[src/rtl/core/tds_pkg.sv]
`timescale 1ns / 1ps

package tds_pkg;

   // Field and accumulator widths
   localparam int unsigned SampleWidth = 7;
   localparam int unsigned AlleleWidth = 64;
   localparam int unsigned DiffWidth   = 27;
   localparam int unsigned SiteWidth   = 17;
   localparam int unsigned DWidth      = 32;
   localparam int unsigned ThetaWidth  = 40;
   localparam int unsigned WordWidth   = 64;
   localparam int unsigned ShWidth     = 7;
   localparam int unsigned CntWidth    = 8;

   // Fixed-point layout: constants in Q40, variance in Q32
   localparam int unsigned FracBits = 40;
   localparam int unsigned VarShift = 8;
   localparam logic [WordWidth-1:0] Residue = 64'd256;
   localparam logic [ShWidth-1:0] ShPi   = 7'd40;
   localparam logic [ShWidth-1:0] ShThw  = 7'd80;
   localparam logic [ShWidth-1:0] ShQuot = 7'd0;

   // Register map
   localparam logic RegNumSamples = 1'b0;
   localparam logic [SampleWidth-1:0] NumSamplesReset = 7'd64;

   // One entry per sample count, 0 .. 64
   localparam int unsigned TabDepth = 65;

   typedef enum logic [4:0] {
      ST_IDLE,
      ST_GROUP,
      ST_SUM,
      ST_ADD,
      ST_LOOKUP,
      ST_VAR1_GO,
      ST_VAR1_WAIT,
      ST_VAR2_GO,
      ST_VAR2_WAIT,
      ST_PI_GO,
      ST_PI_WAIT,
      ST_THW_GO,
      ST_THW_WAIT,
      ST_ROOT_GO,
      ST_ROOT_WAIT,
      ST_QUOT_GO,
      ST_QUOT_WAIT,
      ST_FINISH
   } state_type;

   typedef enum logic [2:0] {
      OP_NONE,
      OP_VAR1,
      OP_VAR2,
      OP_PI,
      OP_THW,
      OP_ROOT,
      OP_QUOT
   } op_type;

   typedef struct packed {
      logic   load_site;
      logic   count;
      logic   sum;
      logic   add;
      logic   lookup;
      logic   start;
      op_type op;
      logic   load_rsp;
   } cmd_type;

   typedef struct packed {
      logic last;
      logic mul_done;
      logic div_done;
      logic root_done;
      logic var_zero;
   } stat_type;

   typedef struct packed {
      logic [WordWidth-1:0] hs1;
      logic [WordWidth-1:0] ee1;
      logic [WordWidth-1:0] ee2;
   } tab_entry_type;

   typedef tab_entry_type [TabDepth-1:0] tab_type;

   // round(x * 2^sh / d), ties up, saturating; bad divisor gives all ones
   function automatic logic [WordWidth-1:0] div_sh_c(logic [WordWidth-1:0] x, int sh,
                                                     logic [WordWidth-1:0] d);
      logic [WordWidth-1:0] q;
      logic [WordWidth-1:0] r;
      logic ovf;
      logic b;
      int i;
      q   = '0;
      r   = '0;
      ovf = 1'b0;
      if (d == '0 || d[63:62] != 2'b00) begin
         return '1;
      end
      for (i = 63 + sh; i >= 0; i--) begin
         b = (i >= sh) ? x[i - sh] : 1'b0;
         if (q[63]) begin
            ovf = 1'b1;
         end
         q = {q[62:0], 1'b0};
         r = {r[62:0], b};
         if (r >= d) begin
            r    = r - d;
            q[0] = 1'b1;
         end
      end
      if (r >= d - r) begin
         if (q == '1) begin
            ovf = 1'b1;
         end else begin
            q = q + 64'd1;
         end
      end
      return ovf ? '1 : q;
   endfunction

   // round(a * b / 2^sh), ties up, saturating
   function automatic logic [WordWidth-1:0] mul_sh_c(logic [WordWidth-1:0] a,
                                                     logic [WordWidth-1:0] b, int sh);
      logic [128:0] p;
      p = {65'b0, a} * {65'b0, b};
      p = p + (129'd1 << (sh - 1));
      if ((p >> (64 + sh)) != '0) begin
         return '1;
      end
      return 64'(p >> sh);
   endfunction

   // Per sample count: harmonic sum a1 and variance weights e1, e2
   function automatic tab_type build_tab();
      tab_type t;
      logic [WordWidth-1:0] hs1, hs2, n64, bb1, bb2, inv, tt, sq;
      logic [WordWidth-1:0] cc1, cc2, cc1u, cc2u, ee1, ee2, den;
      int n;
      t   = '0;
      hs1 = '0;
      hs2 = '0;
      for (n = 2; n < TabDepth; n++) begin
         n64  = 64'(n);
         hs1  = hs1 + div_sh_c(64'd1, FracBits, n64 - 64'd1);
         hs2  = hs2 + div_sh_c(64'd1, FracBits, (n64 - 64'd1) * (n64 - 64'd1));
         bb1  = div_sh_c(n64 + 64'd1, FracBits, 64'd3 * (n64 - 64'd1));
         bb2  = div_sh_c(64'd2 * (n64 * n64 + n64 + 64'd3), FracBits,
                         64'd9 * n64 * (n64 - 64'd1));
         inv  = div_sh_c(64'd1, 2 * FracBits, hs1);
         tt   = div_sh_c((n64 + 64'd2) * inv, 0, n64);
         sq   = mul_sh_c(hs2, mul_sh_c(inv, inv, FracBits), FracBits);
         cc1  = bb1 - inv;
         cc2  = bb2 - tt + sq;
         cc1u = ($signed(cc1) < $signed(Residue)) ? '0 : cc1;
         cc2u = ($signed(cc2) < $signed(Residue)) ? '0 : cc2;
         ee1  = mul_sh_c(cc1u, inv, FracBits);
         den  = mul_sh_c(hs1, hs1, FracBits) + hs2;
         ee2  = div_sh_c(cc2u, FracBits, den);
         t[n] = '{hs1: hs1, ee1: ee1, ee2: ee2};
      end
      // counts below two behave as two
      t[0] = t[2];
      t[1] = t[2];
      return t;
   endfunction

   localparam tab_type ConstTab = build_tab();

endpackage

[src/rtl/core/tds_ctrl.sv]
`timescale 1ns / 1ps

module tds_ctrl
   import tds_pkg::*;
(
   input  logic     clock,
   input  logic     reset,
   input  logic     req_valid,
   output logic     req_ready,
   output logic     rsp_valid,
   input  logic     rsp_ready,
   input  stat_type stat,
   output cmd_type  cmd
);

   state_type state_ff, state_in;
   logic      rsp_valid_ff, rsp_valid_in;

   // Next state
   always_comb begin
      state_in = state_ff;
      unique case (state_ff)
         ST_IDLE:      if (req_valid) state_in = ST_GROUP;
         ST_GROUP:     state_in = ST_SUM;
         ST_SUM:       state_in = ST_ADD;
         ST_ADD:       state_in = stat.last ? ST_LOOKUP : ST_IDLE;
         ST_LOOKUP:    state_in = ST_VAR1_GO;
         ST_VAR1_GO:   state_in = ST_VAR1_WAIT;
         ST_VAR1_WAIT: if (stat.mul_done) state_in = ST_VAR2_GO;
         ST_VAR2_GO:   state_in = ST_VAR2_WAIT;
         ST_VAR2_WAIT: if (stat.mul_done) state_in = ST_PI_GO;
         ST_PI_GO:     state_in = ST_PI_WAIT;
         ST_PI_WAIT:   if (stat.div_done) state_in = ST_THW_GO;
         ST_THW_GO:    state_in = ST_THW_WAIT;
         ST_THW_WAIT: begin
            if (stat.div_done) state_in = stat.var_zero ? ST_FINISH : ST_ROOT_GO;
         end
         ST_ROOT_GO:   state_in = ST_ROOT_WAIT;
         ST_ROOT_WAIT: if (stat.root_done) state_in = ST_QUOT_GO;
         ST_QUOT_GO:   state_in = ST_QUOT_WAIT;
         ST_QUOT_WAIT: if (stat.div_done) state_in = ST_FINISH;
         ST_FINISH:    if (!rsp_valid_ff || rsp_ready) state_in = ST_IDLE;
         default:      state_in = ST_IDLE;
      endcase
   end

   // Commands
   always_comb begin
      cmd       = '0;
      cmd.op    = OP_NONE;
      req_ready = 1'b0;
      unique case (state_ff)
         ST_IDLE: begin
            req_ready     = 1'b1;
            cmd.load_site = req_valid;
         end
         ST_GROUP:     cmd.count = 1'b1;
         ST_SUM:       cmd.sum = 1'b1;
         ST_ADD:       cmd.add = 1'b1;
         ST_LOOKUP:    cmd.lookup = 1'b1;
         ST_VAR1_GO: begin
            cmd.start = 1'b1;
            cmd.op    = OP_VAR1;
         end
         ST_VAR1_WAIT: cmd.op = OP_VAR1;
         ST_VAR2_GO: begin
            cmd.start = 1'b1;
            cmd.op    = OP_VAR2;
         end
         ST_VAR2_WAIT: cmd.op = OP_VAR2;
         ST_PI_GO: begin
            cmd.start = 1'b1;
            cmd.op    = OP_PI;
         end
         ST_PI_WAIT:   cmd.op = OP_PI;
         ST_THW_GO: begin
            cmd.start = 1'b1;
            cmd.op    = OP_THW;
         end
         ST_THW_WAIT:  cmd.op = OP_THW;
         ST_ROOT_GO: begin
            cmd.start = 1'b1;
            cmd.op    = OP_ROOT;
         end
         ST_ROOT_WAIT: cmd.op = OP_ROOT;
         ST_QUOT_GO: begin
            cmd.start = 1'b1;
            cmd.op    = OP_QUOT;
         end
         ST_QUOT_WAIT: cmd.op = OP_QUOT;
         ST_FINISH:    cmd.load_rsp = !rsp_valid_ff || rsp_ready;
         default:      cmd = '0;
      endcase
   end

   // Hold the result valid until taken
   assign rsp_valid_in = cmd.load_rsp ? 1'b1 : (rsp_ready ? 1'b0 : rsp_valid_ff);

   always_ff @(posedge clock) begin
      if (reset) begin
         state_ff     <= ST_IDLE;
         rsp_valid_ff <= 1'b0;
      end else begin
         state_ff     <= state_in;
         rsp_valid_ff <= rsp_valid_in;
      end
   end

   assign rsp_valid = rsp_valid_ff;

endmodule

[config.mk]
export PLATFORM = sky130hd
export DESIGN_NAME = tds_ctrl
export DESIGN_NICKNAME = d
export VERILOG_FILES = /design/src/rtl/core/tds_pkg.sv /design/src/rtl/core/tds_ctrl.sv
export SDC_FILE = /design/constraint.sdc
export NUM_CORES = 1
export LEC_CHECK = 0
export ABC_AREA = 1
export BUFFER_PORTS_ARGS = -buffer_cell sky130_fd_sc_hd__buf_2
export CORE_MARGIN = 3
export CORE_UTILIZATION = 40
export CTS_BUF_LIST = sky130_fd_sc_hd__clkbuf_4
export CTS_CLUSTER_DIAMETER = 40
export DETAILED_ROUTE_END_ITERATION = 12
export PLACE_DENSITY_LB_ADDON = 0.2
export REMOVE_ABC_BUFFERS = 1
export SKIP_LAST_GASP = 1
export SYNTH_ARGS = -nofsm -noshare
export SYNTH_HDL_FRONTEND = slang
export SYNTH_SLANG_ARGS = --single-unit
export TNS_END_PERCENT = 1
[constraint.sdc]
create_clock -name clock -period 1.6 [get_ports clock]
set_input_delay 0.08 -clock clock [delete_from_list [all_inputs] [get_ports clock]]
set_output_delay 0.08 -clock clock [all_outputs]
set_load 0.01 [all_outputs]
### Word-level counts from Yosys, hierarchy flattened

Cells that the tools add are included.

* flip-flop bits (word level): 6
* latch bits: 0
* memory bits (writable): 0
* ROM bits: 0
* bits of input ports: 9
* output and inout port bits: 12
* word-level logic and storage cells: 61
* memories kept: 0

* add/subtract/negate cells: 0
* multipliers: 0
* divide/modulo/power cells: 0
* order comparisons: 0
* equal/unequal tests: 25
* shifts and indexed selects: 0
* muxes and demuxes: 22
* bitwise gates (word level): 0
* reduce and logical (&&, ||, !) cells: 12

Operators with widths (number)
* 5-bit one-hot mux with 18 select lines: 1
* 5-bit 2-to-1 mux: 9
* 5-bit by 4-bit == test with 1-bit output (second input constant): 8
* 5-bit by 3-bit == test with 1-bit output (second input constant): 4
* 3-bit one-hot mux with 6 select lines: 1
* 2-bit != test (second input constant): 8
* 2-bit OR reduction: 6
* 5-bit by 2-bit == test with 1-bit output (second input constant): 2
* 5-bit == test (second input constant): 2
* 1-bit 2-to-1 mux: 10
* 8-bit AND reduction: 1
* 6-bit OR reduction: 1
* 5-bit by 1-bit == test with 1-bit output (second input constant): 1
* 5-bit logical NOT: 1
* 3-bit 2-to-1 mux: 1
* 2-bit nonzero test: 1
* 1-bit logical NOT: 1
* 1-bit logical OR: 1

### Longest topological paths before layout

* word-level depth: 4
* depth in mapped cells: 10
* depth with buffers taken out: 10

### Worst setup path after synthesis

Ideal clock, no wire load.

* path type: register to register
* from: reg state_ff[2]
* to: reg state_ff[4]
* setup time: 113 ps
* arrival: 1053 ps
* required time: 1487 ps
* slack: 434 ps
* stages on the path, launching flop included: 8
* period minus slack after synthesis: 1166 ps
* cell sequence: dfxtp_1 inv_2 nand2_2 nor2_4 a22oi_1 o21ai_0 nor2_1 nor2_1

* cells in the longest elaborated chain, start to end: 3
* elaborated cells on any way between the ends: 28
* those cells by class: eq/ne: 25; mux: 1; reduce/logical: 2

RTL lines
* start, declared: RTL line tds_ctrl.sv:16 `state_type state_ff, state_in;`
* start signal, assigned: RTL line tds_ctrl.sv:104 `state_ff <= state_in;`
* 5-bit == test, or another cell as far along: RTL line tds_ctrl.sv:22 `unique case (state_ff)`
* 2-bit != test (no line)
* 8-bit AND reduction (no line)

Parallel ways exist; a longest one is shown, timed or not.
A chain may end at the register's enable or synchronous reset.

==> impl_metrics.tcl <==
set metrics [dict create \
    status "finished, final reports clean" \
    slowest_delay_ns 0.35 \
    crit_buf_inv 2 \
    max-vdd-ir-drop_v 0.00101 \
    avgSynthCellArea_um2 5.56 \
    pin_count 21 \
    maxCapViolCount 0 \
    grt_setup_unrepaired "yes" \
    period_needed_ns 1.54 \
    holdBufCountCts 0 \
    drv_slew 0 \
    cp.arrival_ns 1.46 \
    drive_gt1_share_pct 37.0 \
    hold_class "in2reg" \
    vias_per_cell 5.22 \
    fillers 156 \
    final_cell_mix "nand2_1, nor2_1, buf_2" \
    worst_setup_path_start_kind "flop" \
    die_x_um 44.2 \
    timing.critical_path.from "state_ff[2]$_SDFFE_PP0P_" \
    grt_pass1_wl_um 2680 \
    hpwl_um 1330 \
    initialDrtViolationCount 24 \
    drc_errors 0 \
    finalSetupViolCount 0 \
    ant_nets 0 \
    h-tree-depth 1 \
    grt_max_degree 10 \
    dp.cells 139 \
    finalNonFillerCells 142 \
    diodes 0 \
    yosysWarnings 0 \
    power_density_nw_per_um2 2000 \
    clk-insertion-delay-late_ns 0.24 \
    cts_buffers 3 \
    cp_slowest_cell "dfxtp_1" \
    worst_pin_slew_ns 0.287 \
    syn_area_um2 584 \
    maxSlewHeadroom_pct 80.8 \
    finalHoldViolCount 0 \
    min_period_over_period_pct 96.4 \
    cts-root-buf "clkbuf_4" \
    layout.nets 138 \
    dieArea_um2 1960 \
    cts_tree "done" \
    yosysSeqAreaShare_pct 20.6 \
    cts_setup_buffers 0 \
    rows 13 \
    wirelength_um 1620 \
    cp.required_ns 1.52 \
    hold_slack_ns 0.0477 \
    path_cells "nand2_1 > inv_1 > a22oi_2 > o2111ai_1 > buf_2" \
    crit_type "reg2out" \
    portBuffers 20 \
    grt_pass1_vias 656 \
    vias 741 \
    ys_types 18 \
    first_pass_iters 4 \
    clkTransAtPathRegs_ns 0.05 \
    cp_max_fo 5 \
    place_congestion 0.816 \
    cts.sink_count 6 \
    globalRouteOverflowTotal 0 \
    grt_usage_pct 18.4 \
    p_total_mw 1.48 \
    clk_path_buf_depth 2 \
    routedWlPerCell_um 11.4 \
    fmax_ghz 0.648 \
    core_area_um2 1330 \
    hp-start "reset" \
    r2r_start "state_ff[2]$_SDFFE_PP0P_" \
    initial_utilization_pct 43.8 \
    synth-seq-cells 6 \
    syn-instance-count 105 \
    final_common_cell "nand2_1" \
    worstSetupEndpointType "primary output" \
    crit_family "compound AO/OA/AOI/OAI gates" \
    antenna_found_initial 0 \
    finClkSkew_ns 0.00563 \
    die_h_um 44.2 \
    p_leak_nw 0.423 \
    syn_to_final_growth_pct 27.0 \
]
==> sequential cells by signal, indices dropped and copies added, names as in the netlist <==
| name | flops |
|---|---|
| state_ff | 5 |
| rsp_valid | 1 |
==> synth_stat cells (all sizes together) <==
cell type,instances,area [µm²]
o21ai,3,15.0
nand2,32,138
nor3,2,10.0
nand3,7,40.0
dfxtp,6,120
a21oi,2,10.0
o2111ai,1,8.76
inv,15,56.3
a22oi,1,7.51
buf,1,7.51
nor2,31,146
nand4,4,25.0
==> worst paths after layout <==
kind,end,slack (ns),depth (start not counted)
worst max-delay path,cmd[3],0.06,5
worst min-delay path,state_ff[0]$_SDFFE_PP0P_,0.05,2
worst max register to register,state_ff[2]$_SDFFE_PP0P_,0.26,9
worst min register to register,rsp_valid$_SDFFE_PP0P_,0.59,4
==> metal layers <==
metal	global-route usage, %	part of all wire (%)	vias up
li1	-	-	375
met1	22.7	44	337
met2	28.8	48	23
met3	4.88	5.4	6
met4	10.2	2.8	0
met5	0	0	-
==> worst register-to-register path: cells and delay by family (launching register included) <==
| family | cells | cell delay, ns |
|---|---|---|
| buf+inv | 1 | 0.16 |
| simple gates | 8 | 0.67 |
| flops | 1 | 0.41 |
==> cells by family (layout without fill, tap and decap cells) <==
family / Yosys count / count (layout) / synth area share, %
buffers and inverters: 16 / 38 / 10.9
AO/OA/AOI/OAI: 7 / 7 / 7.07
AND/OR/NAND/NOR: 76 / 76 / 61.5
flip-flops: 6 / 6 / 20.6
==> metrics by stage <==
| step | util [%] | TNS (ns) | cell area (µm²) | setup slack (ns) |
|---|---|---|---|---|
| global route | 55.6 | -0.00804 | 742 | -0.00804 |
| global placement | 52.2 | 0 | 696 | 0.253 |
| finish | 55.6 | 0 | 742 | 0.0576 |
| floorplan | - | 0 | 577 | 0.434 |
| detailed placement | 52.2 | 0 | 696 | 0.241 |
| CTS | 53.9 | 0 | 719 | 0.0168 |
==> report_power, final <==
group / internal [mW] / switching [mW] / total [mW] / leakage, nW
Sequential: 0.219 / 0.0917 / 0.310 / 0.0507
Combinational: 0.350 / 0.686 / 1.04 / 0.359
Clock: 0.0847 / 0.0521 / 0.137 / 0.0138
==> cell type report <==
cell class	instances	area, µm²	area share [%]
repair buffers	20	100	13.5
clock buffers	3	22.5	3.04
well taps	15	18.8	2.53
flip-flops and latches	6	126	17.0
multi-input cells	83	415	56.0
inverters	15	58.8	7.93
==> timing repair <==
item                       4_1_cts  5_1_grt
setup endpoints to repair        1        2
gates cloned                     0        0
gates resized for setup          1        7
Power figures use the tool's default switching activity.
